==> config.mk <==
export PLATFORM = sky130hd
export DESIGN_NAME = i2c_master_bit_engine_top
export DESIGN_NICKNAME = d
export VERILOG_FILES = /design/src/sv/i2cm_pkg.sv /design/src/sv/i2cm_front.sv /design/src/sv/i2cm_engine.sv /design/src/sv/i2c_master_bit_engine_top.sv
export SDC_FILE = /design/constraint.sdc
export NUM_CORES = 1
export LEC_CHECK = 0
export BUFFER_PORTS_ARGS = -buffer_cell sky130_fd_sc_hd__buf_2
export CAP_MARGIN = 20
export CORE_ASPECT_RATIO = 0.9
export CORE_MARGIN = 2
export CORE_UTILIZATION = 56
export CTS_CLUSTER_DIAMETER = 100
export DETAILED_ROUTE_END_ITERATION = 8
export GPL_TIMING_DRIVEN = 1
export PLACE_DENSITY = 0.8
export SLEW_MARGIN = 20
export SYNTH_ARGS = -nofsm -noshare
export SYNTH_HDL_FRONTEND = slang
export SYNTH_SLANG_ARGS = --single-unit
==> constraint.sdc <==
create_clock -name clk -period 4.65 [get_ports clk]
set_clock_uncertainty 0.15 [all_clocks]
set_input_delay 0.2325 -clock clk [delete_from_list [all_inputs] [get_ports clk]]
set_output_delay 0.2325 -clock clk [all_outputs]
set_load 0.01 [all_outputs]
==> src/sv/i2cm_pkg.sv <==
// ----------------------------------------------------------------------------
// i2cm_pkg
// shared types and codes for the i2c master bit engine
// ----------------------------------------------------------------------------
package i2cm_pkg;

  localparam int unsigned HALF_W    = 16;
  localparam int unsigned IN_DATA_W = 16;
  localparam int unsigned OUT_DATA_W = 16;
  localparam int unsigned QDEPTH    = 4;
  localparam int unsigned QPTR_W    = 2;
  localparam int unsigned QCNT_W    = 3;

  localparam logic [HALF_W-1:0] HALF_RESET = 16'd80;

  localparam logic [2:0] FUNC_NONE  = 3'd0;
  localparam logic [2:0] FUNC_START = 3'd1;
  localparam logic [2:0] FUNC_STOP  = 3'd2;
  localparam logic [2:0] FUNC_WRITE = 3'd3;
  localparam logic [2:0] FUNC_READ  = 3'd4;

  typedef struct packed {
    logic       cmd;
    logic [2:0] func;
    logic [7:0] byte_in;
    logic       ack_to_send;
    logic       sda_level;
  } item_t;

  typedef struct packed {
    logic valid;
    item_t item;
  } qhead_t;

endpackage

==> src/sv/i2cm_front.sv <==
// ----------------------------------------------------------------------------
// i2cm_front
// accepts input words, decodes the command and queues them for the engine
// ----------------------------------------------------------------------------
module i2cm_front (
  input  logic                                clk,
  input  logic                                rst_n,
  input  logic                                in_tvalid,
  output logic                                in_tready,
  input  logic [i2cm_pkg::IN_DATA_W-1:0]      in_tdata,
  output i2cm_pkg::qhead_t                    head,
  input  logic                                pop
);

  i2cm_pkg::item_t                    q_mem [i2cm_pkg::QDEPTH];
  logic [i2cm_pkg::QPTR_W-1:0]        wr_ptr_r, wr_ptr_nxt;
  logic [i2cm_pkg::QPTR_W-1:0]        rd_ptr_r, rd_ptr_nxt;
  logic [i2cm_pkg::QCNT_W-1:0]        count_r, count_nxt;
  i2cm_pkg::item_t                    dec;
  logic                               push;
  logic                               do_pop;

  // decode
  always_comb begin
    dec.func        = in_tdata[2:0];
    dec.byte_in     = in_tdata[10:3];
    dec.ack_to_send = in_tdata[11];
    dec.sda_level   = in_tdata[12];
    dec.cmd         = (in_tdata[2:0] == i2cm_pkg::FUNC_START) ||
                      (in_tdata[2:0] == i2cm_pkg::FUNC_STOP)  ||
                      (in_tdata[2:0] == i2cm_pkg::FUNC_WRITE) ||
                      (in_tdata[2:0] == i2cm_pkg::FUNC_READ);
  end

  assign in_tready = (count_r != i2cm_pkg::QCNT_W'(i2cm_pkg::QDEPTH));
  assign push      = in_tvalid && in_tready;
  assign do_pop    = pop && (count_r != '0);

  always_comb begin
    wr_ptr_nxt = push   ? wr_ptr_r + 1'b1 : wr_ptr_r;
    rd_ptr_nxt = do_pop ? rd_ptr_r + 1'b1 : rd_ptr_r;
    count_nxt  = count_r;
    if (push && !do_pop) begin
      count_nxt = count_r + 1'b1;
    end else if (!push && do_pop) begin
      count_nxt = count_r - 1'b1;
    end
  end

  always_ff @(posedge clk) begin
    if (!rst_n) begin
      wr_ptr_r <= '0;
      rd_ptr_r <= '0;
      count_r  <= '0;
    end else begin
      wr_ptr_r <= wr_ptr_nxt;
      rd_ptr_r <= rd_ptr_nxt;
      count_r  <= count_nxt;
    end
  end

  always_ff @(posedge clk) begin
    if (push) begin
      q_mem[wr_ptr_r] <= dec;
    end
  end

  assign head.valid = (count_r != '0);
  assign head.item  = q_mem[rd_ptr_r];

endmodule

==> src/sv/i2cm_engine.sv <==
// ----------------------------------------------------------------------------
// i2cm_engine
// bus phase sequencer, one queued word per tick, with output register
// ----------------------------------------------------------------------------
module i2cm_engine #(
  parameter int unsigned COUNT_WIDTH = 16
) (
  input  logic                                clk,
  input  logic                                rst_n,
  input  logic [i2cm_pkg::HALF_W-1:0]         half_period,
  input  i2cm_pkg::qhead_t                    head,
  output logic                                pop,
  output logic                                out_tvalid,
  input  logic                                out_tready,
  output logic [i2cm_pkg::OUT_DATA_W-1:0]     out_tdata
);

  localparam logic [4:0] PH_IDLE  = 5'd0;
  localparam logic [4:0] PH_ST1   = 5'd1;
  localparam logic [4:0] PH_ST2   = 5'd2;
  localparam logic [4:0] PH_SP1   = 5'd3;
  localparam logic [4:0] PH_SP2   = 5'd4;
  localparam logic [4:0] PH_SP3   = 5'd5;
  localparam logic [4:0] PH_WB_LO = 5'd6;
  localparam logic [4:0] PH_WB_HI = 5'd7;
  localparam logic [4:0] PH_WA_LO = 5'd8;
  localparam logic [4:0] PH_WA_HI = 5'd9;
  localparam logic [4:0] PH_RB_HI = 5'd10;
  localparam logic [4:0] PH_RB_LO = 5'd11;
  localparam logic [4:0] PH_RA_LO = 5'd12;
  localparam logic [4:0] PH_RA_HI = 5'd13;

  localparam logic [32:0] CMAX = (33'd1 << COUNT_WIDTH) - 33'd1;

  logic [4:0]             phase_r, phase_nxt;
  logic [3:0]             bit_r, bit_nxt;
  logic [7:0]             shift_r, shift_nxt;
  logic [COUNT_WIDTH-1:0] wait_r, wait_nxt, wait_dec, load;
  logic                   ackl_r, ackl_nxt;
  logic                   scl_r, scl_nxt;
  logic                   sda_r, sda_nxt;
  logic [7:0]             rx_r, rx_nxt;
  logic                   lack_r, lack_nxt;
  logic                   done, rej;
  logic                   take;
  logic                   ov_r;
  logic [13:0]            od_r;
  logic [32:0]            hp_ext;
  logic [7:0]             sh1;
  logic [3:0]             bi1;
  i2cm_pkg::item_t        it;

  assign it   = head.item;
  assign take = head.valid && (!ov_r || out_tready);
  assign pop  = take;

  // wait load: zero counts as one, saturate at counter range
  always_comb begin
    hp_ext = {17'd0, half_period};
    if (half_period == '0) begin
      load = COUNT_WIDTH'(1);
    end else if (hp_ext > CMAX) begin
      load = CMAX[COUNT_WIDTH-1:0];
    end else begin
      load = hp_ext[COUNT_WIDTH-1:0];
    end
  end

  assign wait_dec = (wait_r != '0) ? wait_r - 1'b1 : wait_r;
  assign sh1      = {shift_r[6:0], 1'b0};
  assign bi1      = bit_r + 1'b1;

  always_comb begin
    phase_nxt = phase_r;
    bit_nxt   = bit_r;
    shift_nxt = shift_r;
    wait_nxt  = wait_r;
    ackl_nxt  = ackl_r;
    scl_nxt   = scl_r;
    sda_nxt   = sda_r;
    rx_nxt    = rx_r;
    lack_nxt  = lack_r;
    done      = 1'b0;
    rej       = 1'b0;
    if (phase_r == PH_IDLE) begin
      if (it.cmd) begin
        bit_nxt  = '0;
        wait_nxt = load;
        case (it.func)
          i2cm_pkg::FUNC_START: begin
            sda_nxt   = 1'b0;
            scl_nxt   = 1'b0;
            phase_nxt = PH_ST1;
          end
          i2cm_pkg::FUNC_STOP: begin
            sda_nxt   = 1'b1;
            phase_nxt = PH_SP1;
          end
          i2cm_pkg::FUNC_WRITE: begin
            shift_nxt = it.byte_in;
            sda_nxt   = !it.byte_in[7];
            phase_nxt = PH_WB_LO;
          end
          default: begin
            ackl_nxt  = it.ack_to_send;
            shift_nxt = '0;
            sda_nxt   = 1'b0;
            scl_nxt   = 1'b0;
            phase_nxt = PH_RB_HI;
          end
        endcase
      end
    end else begin
      rej      = it.cmd;
      wait_nxt = wait_dec;
      if (wait_dec == '0) begin
        case (phase_r)
          PH_ST1: begin
            sda_nxt = 1'b1; wait_nxt = load; phase_nxt = PH_ST2;
          end
          PH_ST2: begin
            scl_nxt = 1'b1; done = 1'b1;
          end
          PH_SP1: begin
            scl_nxt = 1'b0; wait_nxt = load; phase_nxt = PH_SP2;
          end
          PH_SP2: begin
            sda_nxt = 1'b0; wait_nxt = load; phase_nxt = PH_SP3;
          end
          PH_SP3: begin
            done = 1'b1;
          end
          PH_WB_LO: begin
            scl_nxt = 1'b0; wait_nxt = load; phase_nxt = PH_WB_HI;
          end
          PH_WB_HI: begin
            scl_nxt   = 1'b1;
            bit_nxt   = bi1;
            shift_nxt = sh1;
            wait_nxt  = load;
            if (bi1 < 4'd8) begin
              sda_nxt   = !sh1[7];
              phase_nxt = PH_WB_LO;
            end else begin
              sda_nxt   = 1'b0;
              phase_nxt = PH_WA_LO;
            end
          end
          PH_WA_LO: begin
            scl_nxt = 1'b0; wait_nxt = load; phase_nxt = PH_WA_HI;
          end
          PH_WA_HI: begin
            lack_nxt = !it.sda_level;
            scl_nxt  = 1'b1;
            done     = 1'b1;
          end
          PH_RB_HI: begin
            shift_nxt = {shift_r[6:0], it.sda_level};
            scl_nxt   = 1'b1;
            wait_nxt  = load;
            phase_nxt = PH_RB_LO;
          end
          PH_RB_LO: begin
            bit_nxt  = bi1;
            wait_nxt = load;
            if (bi1 < 4'd8) begin
              scl_nxt   = 1'b0;
              phase_nxt = PH_RB_HI;
            end else begin
              sda_nxt   = ackl_r;
              phase_nxt = PH_RA_LO;
            end
          end
          PH_RA_LO: begin
            scl_nxt = 1'b0; wait_nxt = load; phase_nxt = PH_RA_HI;
          end
          PH_RA_HI: begin
            scl_nxt = 1'b1;
            sda_nxt = 1'b0;
            rx_nxt  = shift_r;
            done    = 1'b1;
          end
          default: begin
            done = 1'b1;
          end
        endcase
        if (done) begin
          phase_nxt = PH_IDLE;
        end
      end
    end
  end

  always_ff @(posedge clk) begin
    if (!rst_n) begin
      phase_r <= PH_IDLE;
      bit_r   <= '0;
      shift_r <= '0;
      wait_r  <= '0;
      ackl_r  <= 1'b0;
      scl_r   <= 1'b0;
      sda_r   <= 1'b0;
      rx_r    <= '0;
      lack_r  <= 1'b0;
      ov_r    <= 1'b0;
    end else begin
      if (take) begin
        phase_r <= phase_nxt;
        bit_r   <= bit_nxt;
        shift_r <= shift_nxt;
        wait_r  <= wait_nxt;
        ackl_r  <= ackl_nxt;
        scl_r   <= scl_nxt;
        sda_r   <= sda_nxt;
        rx_r    <= rx_nxt;
        lack_r  <= lack_nxt;
        ov_r    <= 1'b1;
      end else if (out_tready) begin
        ov_r    <= 1'b0;
      end
    end
  end

  always_ff @(posedge clk) begin
    if (take) begin
      od_r <= {rej, lack_nxt, rx_nxt, done, (phase_nxt != PH_IDLE), sda_nxt, scl_nxt};
    end
  end

  assign out_tvalid = ov_r;
  assign out_tdata  = {2'b00, od_r};

endmodule

==> src/sv/i2c_master_bit_engine_top.sv <==
// ----------------------------------------------------------------------------
// i2c_master_bit_engine_top
// open-drain i2c master: start, stop, write byte and read byte sequencing
// ----------------------------------------------------------------------------
// usage: every word on the in_ channel is one bus tick carrying the sampled
// sda level and, when the engine is idle, an optional command. every word
// produces exactly one word on the out_ channel with the pin drives and
// status for that tick. words are decoded and queued in a four-word queue,
// then consumed by the phase sequencer one per cycle, while the output is
// not stalled, into an output register. an accepted word passes through the
// queue and then the output register before out_tvalid rises. the sequencer
// takes one step per word. if the receiver stalls, the output register holds
// its word, the queue fills and in_tready drops after four more words.
// cfg_ writes half_period and are always ready; the user must write them only
// while the engine is idle, as the block itself does not enforce it. after
// reset both lines are released, half_period is 80, the queue is empty and no
// output word is pending.
// ----------------------------------------------------------------------------
module i2c_master_bit_engine_top #(
  parameter int unsigned COUNT_WIDTH = 16
) (
  input  logic        clk,
  input  logic        rst_n,
  input  logic        in_tvalid,
  output logic        in_tready,
  // func[2:0], byte_in[10:3], ack_to_send[11], sda_level[12], zeros[15:13]
  input  logic [15:0] in_tdata,
  output logic        out_tvalid,
  input  logic        out_tready,
  // scl_pull_low[0], sda_pull_low[1], busy_res[2], done_res[3], byte_out[11:4],
  // ack_seen[12], rejected[13], zeros[15:14]
  output logic [15:0] out_tdata,
  input  logic        cfg_valid,
  output logic        cfg_ready,
  input  logic [15:0] cfg_data
);

  logic [i2cm_pkg::HALF_W-1:0] half_r;
  i2cm_pkg::qhead_t            head;
  logic                        pop;

  assign cfg_ready = 1'b1;

  always_ff @(posedge clk) begin
    if (!rst_n) begin
      half_r <= i2cm_pkg::HALF_RESET;
    end else if (cfg_valid && cfg_ready) begin
      half_r <= cfg_data;
    end
  end

  i2cm_front u_front (
    .clk       (clk),
    .rst_n     (rst_n),
    .in_tvalid (in_tvalid),
    .in_tready (in_tready),
    .in_tdata  (in_tdata),
    .head      (head),
    .pop       (pop)
  );

  i2cm_engine #(
    .COUNT_WIDTH (COUNT_WIDTH)
  ) u_engine (
    .clk         (clk),
    .rst_n       (rst_n),
    .half_period (half_r),
    .head        (head),
    .pop         (pop),
    .out_tvalid  (out_tvalid),
    .out_tready  (out_tready),
    .out_tdata   (out_tdata)
  );

endmodule
==> results.rst <==
.. list-table::
   :header-rows: 1

   * - Metric
     - Value
   * - Result of the run
     - finished clean
   * - Maximum resistive drop on vdd
     - 0.000418 V
   * - Setup slack of the worst register-to-register path
     - 380 ps
   * - Final critical delay including setup and external delays
     - 4270 ps
   * - Cell chosen for the clock root
     - clkbuf_16
   * - Worst min-delay path category
     - input pin to register
   * - Detail Route Antenna Nets
     - 0
   * - Unique masters post-synth
     - 71
   * - Sum of net half-perimeters after detailed placement
     - 11300 microns
   * - Layout cells sized above 1
     - 18.8%
   * - Max Cap Violations
     - 0
   * - Total vias in the final route
     - 5779
   * - Register bit count reported by yosys
     - 141
   * - Total power density per cell area
     - 678 nW/um^2
   * - Post-Syn Area
     - 6920 sq um
   * - Final hold violation count
     - 0
   * - Biggest fanout along the worst timing path
     - 7
   * - Average via count per standard cell
     - 6.35
   * - Leakage component of the power
     - 3.17 nW
   * - Die X-Extent
     - 121 microns
   * - Worst Setup End Kind
     - register
   * - Synthesis Warnings
     - 0
   * - CTS tree
     - done
   * - Num CTS Buffers
     - 17
   * - Critical path required time
     - 4820 ps
   * - N_diodes
     - 0
   * - Initial core utilization
     - 57.3%
   * - Critical Path Source Type
     - register
   * - Via count of the first global-routing pass
     - 5700
   * - Number of rows created at floorplan
     - 38
   * - Post-Syn Area per Cell
     - 10.4 sq um
   * - Sequential cell area fraction in the yosys report
     - 50.9%
   * - Count of pins on the block boundary
     - 56
   * - Register-to-Register Path Depth
     - 9
   * - Starting DRC count in detailed routing
     - 604
   * - Cells after Synth
     - 666
   * - IO Port Bufs
     - 49
   * - CTS Sinks
     - 141
   * - Placed Instances
     - 848
   * - Overall track demand over capacity in global routing
     - 29.1%
   * - Dominant synthesized flop cell
     - dfxtp_1
   * - Largest buffer count on any clock path
     - 2
   * - RSZ-0062 raised after global routing
     - false
   * - Number of nets in the finished design
     - 782
   * - Async set-reset flop share out of synthesis
     - 0%
   * - RR Startpoint
     - u_engine.wait_r[0]
   * - Die Footprint
     - 13300 sq um
   * - Worst hold start
     - rst_n
   * - Commonest cells after routing, fill and taps aside
     - nor2_1 (72), dfxtp_1 (71), edfxtp_1 (70)
   * - Fin. max-slew vios
     - 0
   * - Area of the core
     - 12100 sq um
   * - Count of buffers added by post-CTS timing repair for setup
     - 0
   * - Routability Congestion
     - 0.954
   * - Number of flops mapped to enable cells by yosys
     - 70
   * - Type of the worst setup path
     - register to register
   * - Transition time of the tightest slew-check pin
     - 1050 ps
   * - Total setup violations reported at the end of the flow
     - 0
   * - Number of cells in the finished layout apart from fillers
     - 910
   * - Global-route congestion overflow total
     - 0
   * - Critical path arrival
     - 4430 ps
   * - Headroom to the max-slew limit
     - 30.0%
   * - Clk slew on worst S/H paths
     - 60 ps
   * - Area grow syn2layout
     - 18.6%
   * - Hold-critical path depth
     - 2
   * - End of the worst hold path
     - half_r[4]
   * - Die span in y
     - 109 microns
   * - Setup TNS
     - 0 ps
   * - CTS H-tree depth
     - 4
   * - Remaining DRCs
     - 0
   * - Global-route wire length before repair
     - 29400 microns
   * - Post-Route WL
     - 18600 microns
   * - Detail-routed net length per standard cell
     - 20.5 microns
   * - Largest net degree at the start of global routing
     - 32
   * - Antenna violations before repair
     - 0
   * - Ratio of final minimum period to clock period
     - 91.7%
   * - Achievable clock frequency
     - 234 MHz
   * - Leading cell type in the layout, fill and taps excluded
     - nor2_1
   * - Endpoint of the worst register-to-register path
     - u_engine.wait_r[6]
   * - Skew-Pair Late Insertion Delay
     - 420 ps
   * - DR pass1 iterations
     - 5
## state kept, by name, indices dropped and copies added (netlist names), named ones only
| register | flops |
|---|---|
| u_engine.scl_r | 1 |
| u_engine.out_tvalid | 1 |
| u_engine.ackl_r | 1 |
| u_engine.bit_r | 4 |
| u_front.count_r | 3 |
| u_engine.rx_r | 8 |
| u_front.wr_ptr_r | 2 |
| u_front.q_mem | 56 |
| u_engine.od_r | 14 |
| u_engine.lack_r | 1 |
| half_r | 16 |
| u_engine.sda_r | 1 |
| u_engine.shift_r | 8 |
| u_front.rd_ptr_r | 2 |
| u_engine.phase_r | 5 |
| u_engine.wait_r | 16 |
## synthesized netlist by cell type, types with 5 or more instances
master | count | share of area [%]
inv_1 | 22 | 1.2
a21oi_1 | 31 | 2.2
mux2_2 | 11 | 1.8
edfxtp_1 | 70 | 30
xor2_1 | 5 | 0.63
buf_1 | 5 | 0.27
ha_1 | 7 | 1.3
a31oi_1 | 5 | 0.45
or3_1 | 10 | 0.90
nor2_1 | 72 | 3.9
and3_1 | 13 | 1.2
nand4_1 | 12 | 1.1
nor4_1 | 15 | 1.4
nor2b_1 | 5 | 0.45
dfxtp_1 | 71 | 21
nand3_1 | 18 | 1.3
mux4_2 | 14 | 4.6
nand2b_1 | 7 | 0.63
nand2_1 | 50 | 2.7
o21ai_0 | 33 | 2.4
a211oi_1 | 9 | 0.98
nor3_1 | 17 | 1.2
mux2i_1 | 38 | 5.5
nand3b_1 | 5 | 0.54
clkbuf_1 | 32 | 1.7
o21a_1 | 5 | 0.54
## cells by family (layout without fill, tap and decap cells)
family	count (synthesis)	in the layout	share of synthesized area [%]
flops	141	141	50.9
other cells	2	3	0.108
mux	63	63	11.8
xor+xnor	9	9	1.14
fa+ha+maj	8	8	1.55
compound gates	129	129	12.2
buf+inv	68	151	4.14
simple gates	246	246	18.1
## stage by stage
step	setup slack [ps]	util, %	hold slack [ps]	instance area (sq um)	power, mW
after global placement	496	60.5	293	7300	4.03
after floorplan	578	-	181	6930	3.42
after global routing	204	68.0	156	8220	5.87
after CTS	429	68.0	94.3	8210	5.49
final	384	68.0	144	8220	5.57
after detailed placement	440	60.5	303	7300	4.08
## metal layers
layer,routed length [microns],track usage (%)
met3,1570,6.17
met2,9170,47.6
met4,602,13.9
met1,7280,37.3
met5,0,0
## timing repair
item	in CTS	in global routing
endpoints found under the hold margin	69	0
setup endpoints to repair	0	1
hold buffers	30	0
resized for setup	0	1
## area by class of cell
class | count | area (sq um)
well taps | 160 | 200
repair buffers | 97 | 681
inverters | 22 | 82.6
clock buffers | 17 | 425
multi-input cells | 458 | 3120
flip-flops and latches | 141 | 3520
fillers | 859 | 3860
clock inverters | 15 | 179
## worst max path at each step
| stage | start | end | slack [ps] | cells after the start |
|---|---|---|---|---|
| after floorplan | u_engine.wait_r[0] | u_engine.wait_r[11] | 580 | 11 |
| after global placement | u_engine.wait_r[0] | u_engine.wait_r[0] | 500 | 9 |
| after detailed placement | u_engine.wait_r[0] | u_engine.wait_r[0] | 440 | 11 |
| after CTS | u_engine.wait_r[0] | u_engine.wait_r[0] | 430 | 11 |
| after global routing | u_engine.wait_r[0] | u_engine.wait_r[0] | 200 | 11 |
| final | u_engine.wait_r[0] | u_engine.wait_r[6] | 380 | 9 |
## worst max-delay path: stages (launching register included)
cell     delay, ps
dfxtp_1        360
or4_4          590
or4b_4         540
or3_1          450
a221o_1        340
or4b_4         580
or4_4          620
a31oi_1        200
a21oi_1         70
nor3_1         250
## report_power, final
group          switching, mW  internal [mW]
registers              0.202           1.54
logic                   1.49          0.960
clock network          0.573          0.808
Power figures use the tool's default switching activity.
